## src/rtl/core/psba_pkg.sv

```systemverilog
`default_nettype none
// Shared types and constants for the page slot bitmap allocator
package psba_pkg;

	// Sizing
	localparam int MAX_SLOTS = 1024;
	localparam int MAX_BATCH = 16;
	localparam int WORD_W    = 32;
	localparam int WORDS     = MAX_SLOTS / WORD_W;
	localparam int SLOT_W    = $clog2(MAX_SLOTS);
	localparam int BIT_W     = $clog2(WORD_W);
	localparam int WADDR_W   = $clog2(WORDS);
	localparam int CNT_W     = SLOT_W + 1;
	localparam int REQ_W     = 5;
	localparam int PAGE_W    = 32;
	localparam int CFG_IDX_W = 1;
	localparam int CFG_DATA_W = 32;

	// Command and register codes
	localparam logic CMD_ALLOC = 1'b0;
	localparam logic CMD_FREE  = 1'b1;

	localparam logic [CFG_IDX_W-1:0] REG_SLOT_COUNT = 1'b0;
	localparam logic [CFG_IDX_W-1:0] REG_OWN_PAGE   = 1'b1;

	typedef enum logic [1:0] {
		STAT_OK          = 2'd0,
		STAT_NO_SPACE    = 2'd1,
		STAT_OUT_OF_RANGE = 2'd2,
		STAT_NOT_PRESENT = 2'd3
	} status_t;

	// Source of the slot field of a result
	typedef enum logic [1:0] {
		SLOT_ZERO,
		SLOT_GRANT,
		SLOT_RAW
	} slot_sel_t;

	typedef enum logic [2:0] {
		S_IDLE,
		S_DECIDE,
		S_A_WAIT,
		S_A_SCAN,
		S_F_WAIT
	} psba_state_t;

	// Controller to datapath
	typedef struct packed {
		logic      latch;       // capture the input word
		logic      rd_first;    // read word 0, reset scan pointer
		logic      rd_next;     // read next word, advance scan pointer
		logic      rd_free;     // read word holding the named slot
		logic      load_work;   // take read data into the work word
		logic      grant;       // mark lowest free bit of the work word
		logic      wr_scan;     // write the work word back
		logic      free_clear;  // clear the named slot
		logic      emit;        // present a result
		status_t   stat;
		slot_sel_t slot_sel;
	} psba_cmd_t;

	// Datapath to controller
	typedef struct packed {
		logic is_free;
		logic req_zero;
		logic no_space;
		logic oor;
		logic found;
		logic run_last;
		logic present;
	} psba_sts_t;

endpackage
`default_nettype wire

```

## src/rtl/core/psba_ctrl.sv

```systemverilog
`default_nettype none
// Sequencer for allocate and free commands
module psba_ctrl (
	input  wire                  clk,
	input  wire                  arst_n,
	input  wire                  start,
	input  psba_pkg::psba_sts_t  sts,
	output logic                 busy,
	output psba_pkg::psba_cmd_t  cmd
);

	psba_pkg::psba_state_t state_q, state_nxt;

	// State register
	always_ff @(posedge clk or negedge arst_n) begin
		if (!arst_n) begin
			state_q <= psba_pkg::S_IDLE;
		end else begin
			state_q <= state_nxt;
		end
	end

	// Next state
	always_comb begin
		state_nxt = state_q;
		unique case (state_q)
			psba_pkg::S_IDLE: begin
				if (start) state_nxt = psba_pkg::S_DECIDE;
			end
			psba_pkg::S_DECIDE: begin
				if (sts.is_free) begin
					state_nxt = sts.oor ? psba_pkg::S_IDLE : psba_pkg::S_F_WAIT;
				end else if (sts.req_zero || sts.no_space) begin
					state_nxt = psba_pkg::S_IDLE;
				end else begin
					state_nxt = psba_pkg::S_A_WAIT;
				end
			end
			psba_pkg::S_A_WAIT: state_nxt = psba_pkg::S_A_SCAN;
			psba_pkg::S_A_SCAN: begin
				if (!sts.found) begin
					state_nxt = psba_pkg::S_A_WAIT;
				end else if (sts.run_last) begin
					state_nxt = psba_pkg::S_IDLE;
				end
			end
			psba_pkg::S_F_WAIT: state_nxt = psba_pkg::S_IDLE;
			default: state_nxt = psba_pkg::S_IDLE;
		endcase
	end

	// Outputs
	always_comb begin
		cmd      = '0;
		cmd.stat = psba_pkg::STAT_OK;
		cmd.slot_sel = psba_pkg::SLOT_ZERO;
		busy     = (state_q != psba_pkg::S_IDLE);
		unique case (state_q)
			psba_pkg::S_IDLE: begin
				cmd.latch = start;
			end
			psba_pkg::S_DECIDE: begin
				if (sts.is_free) begin
					if (sts.oor) begin
						cmd.emit = 1'b1;
						cmd.stat = psba_pkg::STAT_OUT_OF_RANGE;
					end else begin
						cmd.rd_free = 1'b1;
					end
				end else if (sts.req_zero) begin
					cmd.emit = 1'b1;
				end else if (sts.no_space) begin
					cmd.emit = 1'b1;
					cmd.stat = psba_pkg::STAT_NO_SPACE;
				end else begin
					cmd.rd_first = 1'b1;
				end
			end
			psba_pkg::S_A_WAIT: begin
				cmd.load_work = 1'b1;
			end
			psba_pkg::S_A_SCAN: begin
				if (sts.found) begin
					cmd.grant    = 1'b1;
					cmd.emit     = 1'b1;
					cmd.slot_sel = psba_pkg::SLOT_GRANT;
					cmd.wr_scan  = sts.run_last;
				end else begin
					cmd.wr_scan = 1'b1;
					cmd.rd_next = 1'b1;
				end
			end
			psba_pkg::S_F_WAIT: begin
				cmd.emit     = 1'b1;
				cmd.slot_sel = psba_pkg::SLOT_RAW;
				if (sts.present) begin
					cmd.free_clear = 1'b1;
				end else begin
					cmd.stat = psba_pkg::STAT_NOT_PRESENT;
				end
			end
			default: ;
		endcase
	end

	// A grant only when a free bit was found; reads only one at a time
	a_grant_found: assert property (@(posedge clk) disable iff (!arst_n)
		cmd.grant |-> sts.found) else $error("grant without free bit");
	a_one_read: assert property (@(posedge clk) disable iff (!arst_n)
		$countones({cmd.rd_first, cmd.rd_next, cmd.rd_free}) <= 1)
		else $error("more than one read issued");

endmodule
`default_nettype wire

```

## src/rtl/core/psba_datapath.sv

```systemverilog
`default_nettype none
// Bitmap word memory, occupied count, scan encoder and result registers
module psba_datapath (
	input  wire                                clk,
	input  wire                                arst_n,
	// item fields
	input  wire                                command,
	input  wire  [psba_pkg::REQ_W-1:0]         request_count,
	input  wire  signed [psba_pkg::CNT_W-1:0]  slot_number,
	input  wire  [psba_pkg::PAGE_W-1:0]        request_page,
	// register writes
	input  wire                                cfg_we,
	input  wire  [psba_pkg::CFG_IDX_W-1:0]     cfg_index,
	input  wire  [psba_pkg::CFG_DATA_W-1:0]    cfg_data,
	// control
	input  psba_pkg::psba_cmd_t                cmd,
	output psba_pkg::psba_sts_t                sts,
	// results
	output logic                               result_valid,
	output logic [1:0]                         status,
	output logic [psba_pkg::SLOT_W-1:0]        granted_slot,
	output logic                               last_of_run,
	output logic [psba_pkg::CNT_W-1:0]         free_slots
);

	localparam int W  = psba_pkg::WORD_W;
	localparam int AW = psba_pkg::WADDR_W;
	localparam int BW = psba_pkg::BIT_W;
	localparam int CW = psba_pkg::CNT_W;
	localparam logic [CW-1:0] MAX_CNT = CW'(psba_pkg::MAX_SLOTS);

	// Config registers
	logic [CW-1:0]                   slot_count_q;
	logic [psba_pkg::PAGE_W-1:0]     own_page_q;
	logic                            clr_map;

	assign clr_map = cfg_we && (cfg_index == psba_pkg::REG_SLOT_COUNT);

	always_ff @(posedge clk or negedge arst_n) begin
		if (!arst_n) begin
			slot_count_q <= MAX_CNT;
			own_page_q   <= '0;
		end else if (cfg_we) begin
			unique case (cfg_index)
				psba_pkg::REG_SLOT_COUNT: slot_count_q <= cfg_data[CW-1:0];
				psba_pkg::REG_OWN_PAGE:   own_page_q   <= cfg_data[psba_pkg::PAGE_W-1:0];
				default: ;
			endcase
		end
	end

	// Effective count, capped
	logic [CW-1:0] eff;
	assign eff = (slot_count_q > MAX_CNT) ? MAX_CNT : slot_count_q;

	// Latched item
	logic                           cmd_q;
	logic [psba_pkg::REQ_W-1:0]     want_q;
	logic [CW-1:0]                  raw_q;
	logic [psba_pkg::PAGE_W-1:0]    page_q;

	always_ff @(posedge clk) begin
		if (cmd.latch) begin
			cmd_q  <= command;
			want_q <= request_count;
			raw_q  <= slot_number;
			page_q <= request_page;
		end
	end

	// Occupied count and scan state
	logic [CW-1:0]               occ_q, occ_nxt;
	logic [AW-1:0]               ptr_q;
	logic [psba_pkg::REQ_W-1:0]  got_q;
	logic [W-1:0]                work_q;

	always_comb begin
		occ_nxt = occ_q;
		if (cmd.grant) occ_nxt = occ_q + CW'(1);
		else if (cmd.free_clear) occ_nxt = occ_q - CW'(1);
	end

	always_ff @(posedge clk or negedge arst_n) begin
		if (!arst_n) begin
			occ_q <= '0;
		end else if (clr_map) begin
			occ_q <= '0;
		end else begin
			occ_q <= occ_nxt;
		end
	end

	// Word memory with per-word valid bits; an unwritten word reads as all free
	logic [W-1:0]  mem_q [psba_pkg::WORDS];
	logic [psba_pkg::WORDS-1:0] wvalid_q;
	logic [W-1:0]  rdata_q;
	logic          rvalid_q;
	logic          rd_en, wr_en;
	logic [AW-1:0] raddr, waddr;
	logic [W-1:0]  wdata, rword;

	assign rd_en = cmd.rd_first | cmd.rd_next | cmd.rd_free;
	assign raddr = cmd.rd_free  ? raw_q[BW +: AW] :
	               cmd.rd_first ? '0 : (ptr_q + AW'(1));
	assign rword = rvalid_q ? rdata_q : '0;

	always_ff @(posedge clk) begin
		if (wr_en) mem_q[waddr] <= wdata;
		if (rd_en) begin
			rdata_q  <= mem_q[raddr];
			rvalid_q <= wvalid_q[raddr];
		end
	end

	always_ff @(posedge clk or negedge arst_n) begin
		if (!arst_n) begin
			wvalid_q <= '0;
		end else if (clr_map) begin
			wvalid_q <= '0;
		end else if (wr_en) begin
			wvalid_q[waddr] <= 1'b1;
		end
	end

	// Slots past the effective count are never offered
	logic [W-1:0] in_range, avail, iso;
	logic [BW-1:0] idx;
	logic [AW:0]   eff_hi;
	logic [BW-1:0] eff_lo;

	assign eff_hi = eff[CW-1:BW];
	assign eff_lo = eff[BW-1:0];

	always_comb begin
		if ({1'b0, ptr_q} < eff_hi) begin
			in_range = '1;
		end else if ({1'b0, ptr_q} == eff_hi) begin
			in_range = (W'(1) << eff_lo) - W'(1);
		end else begin
			in_range = '0;
		end
	end

	// Lowest free bit: isolate, then encode
	assign avail = ~work_q & in_range;
	assign iso   = avail & (~avail + W'(1));

	always_comb begin
		idx = '0;
		for (int i = 0; i < W; i++) begin
			if (iso[i]) idx = idx | BW'(i);
		end
	end

	// Memory writes: scan write-back or freeing a slot
	logic [W-1:0] free_mask;
	assign free_mask = W'(1) << raw_q[BW-1:0];
	assign wr_en = cmd.wr_scan | cmd.free_clear;
	assign waddr = cmd.free_clear ? raw_q[BW +: AW] : ptr_q;
	assign wdata = cmd.free_clear ? (rword & ~free_mask) :
	               (work_q | (cmd.grant ? iso : '0));

	always_ff @(posedge clk) begin
		if (cmd.rd_first) ptr_q <= '0;
		else if (cmd.rd_next) ptr_q <= ptr_q + AW'(1);
		if (cmd.latch) got_q <= '0;
		else if (cmd.grant) got_q <= got_q + psba_pkg::REQ_W'(1);
		if (cmd.load_work) work_q <= rword;
		else if (cmd.grant) work_q <= work_q | iso;
	end

	// Status towards the controller
	logic [CW-1:0] free_now;
	assign free_now = eff - occ_q;

	always_comb begin
		sts.is_free  = (cmd_q == psba_pkg::CMD_FREE);
		sts.req_zero = (want_q == '0);
		sts.no_space = (want_q > psba_pkg::REQ_W'(psba_pkg::MAX_BATCH)) ||
		               ({{(CW-psba_pkg::REQ_W){1'b0}}, want_q} > free_now);
		sts.oor      = raw_q[CW-1] || ({1'b0, raw_q[CW-2:0]} >= eff);
		sts.found    = |avail;
		sts.run_last = ((got_q + psba_pkg::REQ_W'(1)) == want_q);
		sts.present  = (page_q == own_page_q) && rword[raw_q[BW-1:0]];
	end

	// Result registers
	logic                        res_valid_q;
	psba_pkg::status_t           stat_q;
	logic [psba_pkg::SLOT_W-1:0] slot_q;
	logic                        last_q;
	logic [CW-1:0]               free_q;

	always_ff @(posedge clk or negedge arst_n) begin
		if (!arst_n) begin
			res_valid_q <= 1'b0;
		end else begin
			res_valid_q <= cmd.emit;
		end
	end

	always_ff @(posedge clk) begin
		if (cmd.emit) begin
			stat_q <= cmd.stat;
			last_q <= cmd.grant ? sts.run_last : 1'b1;
			free_q <= eff - occ_nxt;
			case (cmd.slot_sel)
				psba_pkg::SLOT_GRANT: slot_q <= {ptr_q, idx};
				psba_pkg::SLOT_RAW:   slot_q <= raw_q[psba_pkg::SLOT_W-1:0];
				default:              slot_q <= '0;
			endcase
		end
	end

	assign result_valid = res_valid_q;
	assign status       = stat_q;
	assign granted_slot = slot_q;
	assign last_of_run  = last_q;
	assign free_slots   = free_q;

	// Occupied count never exceeds the page size; frees hit occupied slots only
	a_occ_bound: assert property (@(posedge clk) disable iff (!arst_n)
		occ_q <= eff) else $error("occupied count above slot count");
	a_free_nonzero: assert property (@(posedge clk) disable iff (!arst_n)
		cmd.free_clear |-> (occ_q != '0)) else $error("free with nothing occupied");

endmodule
`default_nettype wire

```

## src/rtl/core/page_slot_bitmap_allocator_top.sv

```systemverilog
`default_nettype none
// First-fit slot allocator over a bitmap of 1024 slots held as 32-bit words in a
// single-port-write, single-port-read memory, one word read per access. A free
// command reads the word holding the named slot and gives one result. An allocate
// of k slots visits the bitmap words from word 0 to the word holding the last
// granted slot: each word is read, then scanned until it is found exhausted, and
// each granted slot is taken from the work word by the priority encoder. A
// zero-slot, no-space or out-of-range answer is given without a memory read.
// Results are strobed by result_valid for a single cycle and cannot be held off;
// a new command may be started on the cycle the final result of the previous one
// is strobed. Writing slot_count empties the bitmap; cfg_ready is high only while
// busy and start are both low.
module page_slot_bitmap_allocator_top (
	input  wire                                      clk,
	input  wire                                      arst_n,
	// command channel
	input  wire                                      start,
	output logic                                     busy,
	input  wire                                      command,
	input  wire  [psba_pkg::REQ_W-1:0]               request_count,
	input  wire  signed [psba_pkg::CNT_W-1:0]        slot_number,
	input  wire  [psba_pkg::PAGE_W-1:0]              request_page,
	// configuration channel
	input  wire                                      cfg_valid,
	output logic                                     cfg_ready,
	input  wire  [psba_pkg::CFG_IDX_W-1:0]           cfg_index,
	input  wire  [psba_pkg::CFG_DATA_W-1:0]          cfg_data,
	// results
	output logic                                     result_valid,
	output logic [1:0]                               status,
	output logic [psba_pkg::SLOT_W-1:0]              granted_slot,
	output logic                                     last_of_run,
	output logic [psba_pkg::CNT_W-1:0]               free_slots
);

	psba_pkg::psba_cmd_t cmd;
	psba_pkg::psba_sts_t sts;
	logic                cfg_we;

	// Register writes only with nothing in flight and no word being taken
	assign cfg_ready = ~busy & ~start;
	assign cfg_we    = cfg_valid & cfg_ready;

	psba_ctrl u_ctrl (
		.clk    (clk),
		.arst_n (arst_n),
		.start  (start),
		.sts    (sts),
		.busy   (busy),
		.cmd    (cmd)
	);

	psba_datapath u_dp (
		.clk           (clk),
		.arst_n        (arst_n),
		.command       (command),
		.request_count (request_count),
		.slot_number   (slot_number),
		.request_page  (request_page),
		.cfg_we        (cfg_we),
		.cfg_index     (cfg_index),
		.cfg_data      (cfg_data),
		.cmd           (cmd),
		.sts           (sts),
		.result_valid  (result_valid),
		.status        (status),
		.granted_slot  (granted_slot),
		.last_of_run   (last_of_run),
		.free_slots    (free_slots)
	);

	// An accepted word starts work; every result comes from work in progress
	a_start_busy: assert property (@(posedge clk) disable iff (!arst_n)
		(start && !busy) |=> busy) else $error("accepted word did not start");
	a_result_from_work: assert property (@(posedge clk) disable iff (!arst_n)
		result_valid |-> $past(busy)) else $error("result without work");

endmodule
`default_nettype wire

```

## config.mk

```make
export PLATFORM = sky130hd
export DESIGN_NAME = page_slot_bitmap_allocator_top
export DESIGN_NICKNAME = d
export VERILOG_FILES = /design/src/rtl/core/psba_pkg.sv /design/src/rtl/core/psba_ctrl.sv /design/src/rtl/core/psba_datapath.sv /design/src/rtl/core/page_slot_bitmap_allocator_top.sv
export SDC_FILE = /design/constraint.sdc
export NUM_CORES = 2
export LEC_CHECK = 0
export ABC_AREA = 1
export BUFFER_PORTS_ARGS = -buffer_cell sky130_fd_sc_hd__buf_2
export CORE_UTILIZATION = 45
export DETAILED_ROUTE_END_ITERATION = 10
export GPL_TIMING_DRIVEN = 0
export MAX_ROUTING_LAYER = met4
export SYNTH_ARGS = -nofsm -noshare
export SYNTH_HDL_FRONTEND = slang
export SYNTH_SLANG_ARGS = --single-unit
```

## constraint.sdc

```tcl
create_clock -name clk -period 6.9 [get_ports clk]
set_clock_uncertainty 0.1 [all_clocks]
set_input_delay 0.69 -clock clk [delete_from_list [all_inputs] [get_ports clk]]
set_output_delay 0.69 -clock clk [all_outputs]
set_load 0.01 [all_outputs]
```

==> reports/summary.txt <==
Placed Area - 0.0620 mm^2
Worst-path fanout max - 10
Skew-Pair Late Insertion Delay - 0.79 ns
Worst path required time - 7.42 ns
Highest clock rate - 154 MHz
Routed wl met3 - 16500 um
Peak VDD IR - 0.285 mV
Post-synth ARST share - 7.13%
Synthesized Nets - 5506
Sequential-to-total area share from yosys stat - 65.2%
Lkg Pwr - 26.8 nW
Final std cells w/o fill - 7507
Starting Density - 45.5%
Worst Hold Class - in -> reg
Syn avg cell area - 10.7 um^2
Synth cell types - 52
Reg-to-reg slack, setup - 0.41 ns
Most frequent cell after synthesis - nand2_1
Slowest CP cell - dfstp_2
Arrival time worst endpoint - 7.01 ns
Chip height - 359 um
Top cells by count, synth - nand2_1 (1380), edfxtp_1 (1162), nand3_1 (652)
PortBufs - 112
#FFs+latches synth - 1262
Clock Pin Slew Worst Setup and Hold Paths - 0.06 ns
Top cells by area, synth - edfxtp_1 (61%), nand2_1 (9.0%), nand3_1 (5.7%)
Setup violators final - 0
Clock buffer depth - 3
Slew @ Worst Pin - 1.47 ns
Worst r2r src - u_dp.slot_count_q[10]$_DFFE_PN1P_
Syn Inst Count - 5371
Max-slew violation count - 0
Nets - 5891
Mapped Area - 0.0573 mm^2
Status - complete, no violations
Final ANT Viol Nets - 0
Max_cap viols - 0
Gr usage total - 30.2%
Clk root buf - clkbuf_16
Warnings, synthesis - 0
Total chip power - 0.0330 W
Inst Count DP - 7204
Worst Setup Start Kind - flip-flop
CTS tree - built
Final Hold Vio Count - 0
Area fraction of the dominant cell type after synthesis - 60.9%
Full die area - 0.129 mm^2
DR pass1 iterations - 6
Post-DP HPWL - 137000 um
Layout cell share with drive strength beyond 1 - 10.7%
Core area - 0.126 mm^2
Area delta synth->final - 16.9%
CTS H-tree depth - 4
Avg WL per Cell - 25.1 um
EDFF count, synth - 1162
Hold_sp - cfg_data[31]
Vias/cell - 5.63
WS Path Type - reg -> reg
WL met2 - 85400 um
Post-Route Utilization - 53.2%
CTS Sinks - 1262
Delay-heaviest family, CP - simple AND/OR/NAND/NOR gates
Fin area - 0.0670 mm^2
Minimum clock period - 6.49 ns
Prevailing post-synth register cell - edfxtp_1
Global route overflow - 0
Final wirelength - 189000 um
Met1 wire length - 76800 um
Vias in the first global route - 40100
Gpl congestion - 1.02
CP peak stage delay - 0.53 ns
Initial antenna violation count - 4
Vias - 42300
Die width - 359 um
Largest net degree at the start of global routing - 48
First-pass GRT wire length - 271000 um
CTS buffer count - 138
Total negative slack - 0 ns
Critical path startpoint - u_dp.slot_count_q[10]$_DFFE_PN1P_
# rows - 130
I/O Pins - 113
CP most frequent cell - nand2_1
Highest routed layer - met4
Area leader, netlist - edfxtp_1
Tcrit/Tclk final - 94.1%
Slew Limit Headroom - 2.18%
Initial DRC Count - 5000
Worst Path Buf+Inv - 7
CP Capture Type - flip-flop
Fillers - 11000
PwrDens - 492 mW/mm^2
Drt drc - 0
## layer usage
| metal | vias up | GRT usage [%] |
|---|---|---|
| li1 | 19500 | - |
| met1 | 20400 | 39.4 |
| met2 | 1990 | 45.9 |
| met3 | 396 | 5.41 |
| met4 | 0 | 14.1 |
| met5 | - | - |
## metrics by stage
stage / hold slack, ns / setup slack, ns
detailed placement: 0.380 / -0.296
global placement: 0.367 / -3.06
floorplan: 0.294 / 0.619
finish: 0.0535 / 0.407
CTS: 0.000185 / 0.00147
global route: 0.0188 / -0.00213
## worst paths after layout
check,endpoint,cells past startpoint
setup / recovery,u_dp.rdata_q[12]$_DFFE_PP_,29
hold / removal,u_dp.own_page_q[31]$_DFFE_PN0P_,2
setup reg to reg,u_dp.rdata_q[12]$_DFFE_PP_,29
hold reg to reg,u_dp.wvalid_q[26]$_DFFE_PN0P_,1
max in group asynchronous,u_dp.wvalid_q[12]$_DFFE_PN0P_,3
min in group asynchronous,u_dp.own_page_q[15]$_DFFE_PN0P_,2
## layout by cell type (no fill, tap or decap), types with 19 or more instances in the layout
cell type and count:
o21ai_0 105, nand4_1 44, nand3_1 649, inv_1 591, dlygate4sd3_1 62, o21ai_4 23, buf_12 45, clkbuf_16 141
dfrtp_1 89, nor4_1 19, buf_1 23, clkbuf_1 223, nand2_1 1378, o211ai_1 418, a21oi_1 48, edfxtp_1 1162
o21a_1 22, clkinv_1 30, ha_1 47, nor2_4 43, mux2_2 29, buf_2 185, xor2_1 53, nor2_1 183
## cell families (layout without fill, tap and decap cells)
family | count (synthesis) | in the layout | synth area share, %
AO/OA/AOI/OAI | 669 | 669 | 8.02
multiplexers | 29 | 29 | 0.570
adder cells (fa/ha/maj) | 49 | 49 | 1.10
buffers and inverters | 908 | 1392 | 6.19
XOR/XNOR | 68 | 68 | 1.04
flip-flops | 1262 | 1262 | 65.2
other | 0 | 2 | 0
AND/OR/NAND/NOR | 2386 | 2386 | 17.9
## registers in the layout, summed over array words and instances (netlist names)
| name | count |
|---|---|
| u_dp.own_page_q | 32 |
| u_dp.last_of_run | 1 |
| u_dp.got_q | 5 |
| u_dp.result_valid | 1 |
| u_dp.mem_q | 1024 |
| u_dp.wvalid_q | 32 |
| u_dp.granted_slot | 10 |
| u_dp.page_q | 32 |
| u_dp.want_q | 5 |
| u_dp.work_q | 32 |
| u_dp.cmd_q | 1 |
| u_dp.raw_q | 11 |
| u_dp.rvalid_q | 1 |
| u_dp.occ_q | 11 |
| u_dp.ptr_q | 5 |
| u_ctrl.state_q | 3 |
| u_dp.free_slots | 11 |
| u_dp.slot_count_q | 11 |
| u_dp.rdata_q | 32 |
| u_dp.status | 2 |
## layout make-up
| class | count | area, um^2 | share of cell area, % |
|---|---|---|---|
| antenna | 2 | 5.00 | 0.00747 |
| buffer | 299 | 1270 | 1.90 |
| clock buffer | 182 | 3720 | 5.56 |
| clock inverter | 57 | 522 | 0.779 |
| inverter | 607 | 2280 | 3.41 |
| multi-input combinational | 3201 | 17100 | 25.5 |
| sequential | 1262 | 37300 | 55.8 |
| tap | 1650 | 2060 | 3.08 |
| timing repair buffer | 247 | 2650 | 3.96 |
## what timing repair did
item	4_1_cts	5_1_grt
setup buffers	0	2
endpoints found under the setup margin	16	36
hold endpoints to repair	103	0
pin swaps	0	2
hold buffers	62	0
gates resized for setup	2	29
## where the power goes
group	leakage [nW]	internal [W]	switching (W)
clock network	2.06	0.00400	0.00307
logic	13.0	0.00400	0.0112
registers	11.8	0.0104	0.000353
total	26.8	0.0184	0.0146
No activity file was read; power rests on OpenSTA's default activity.
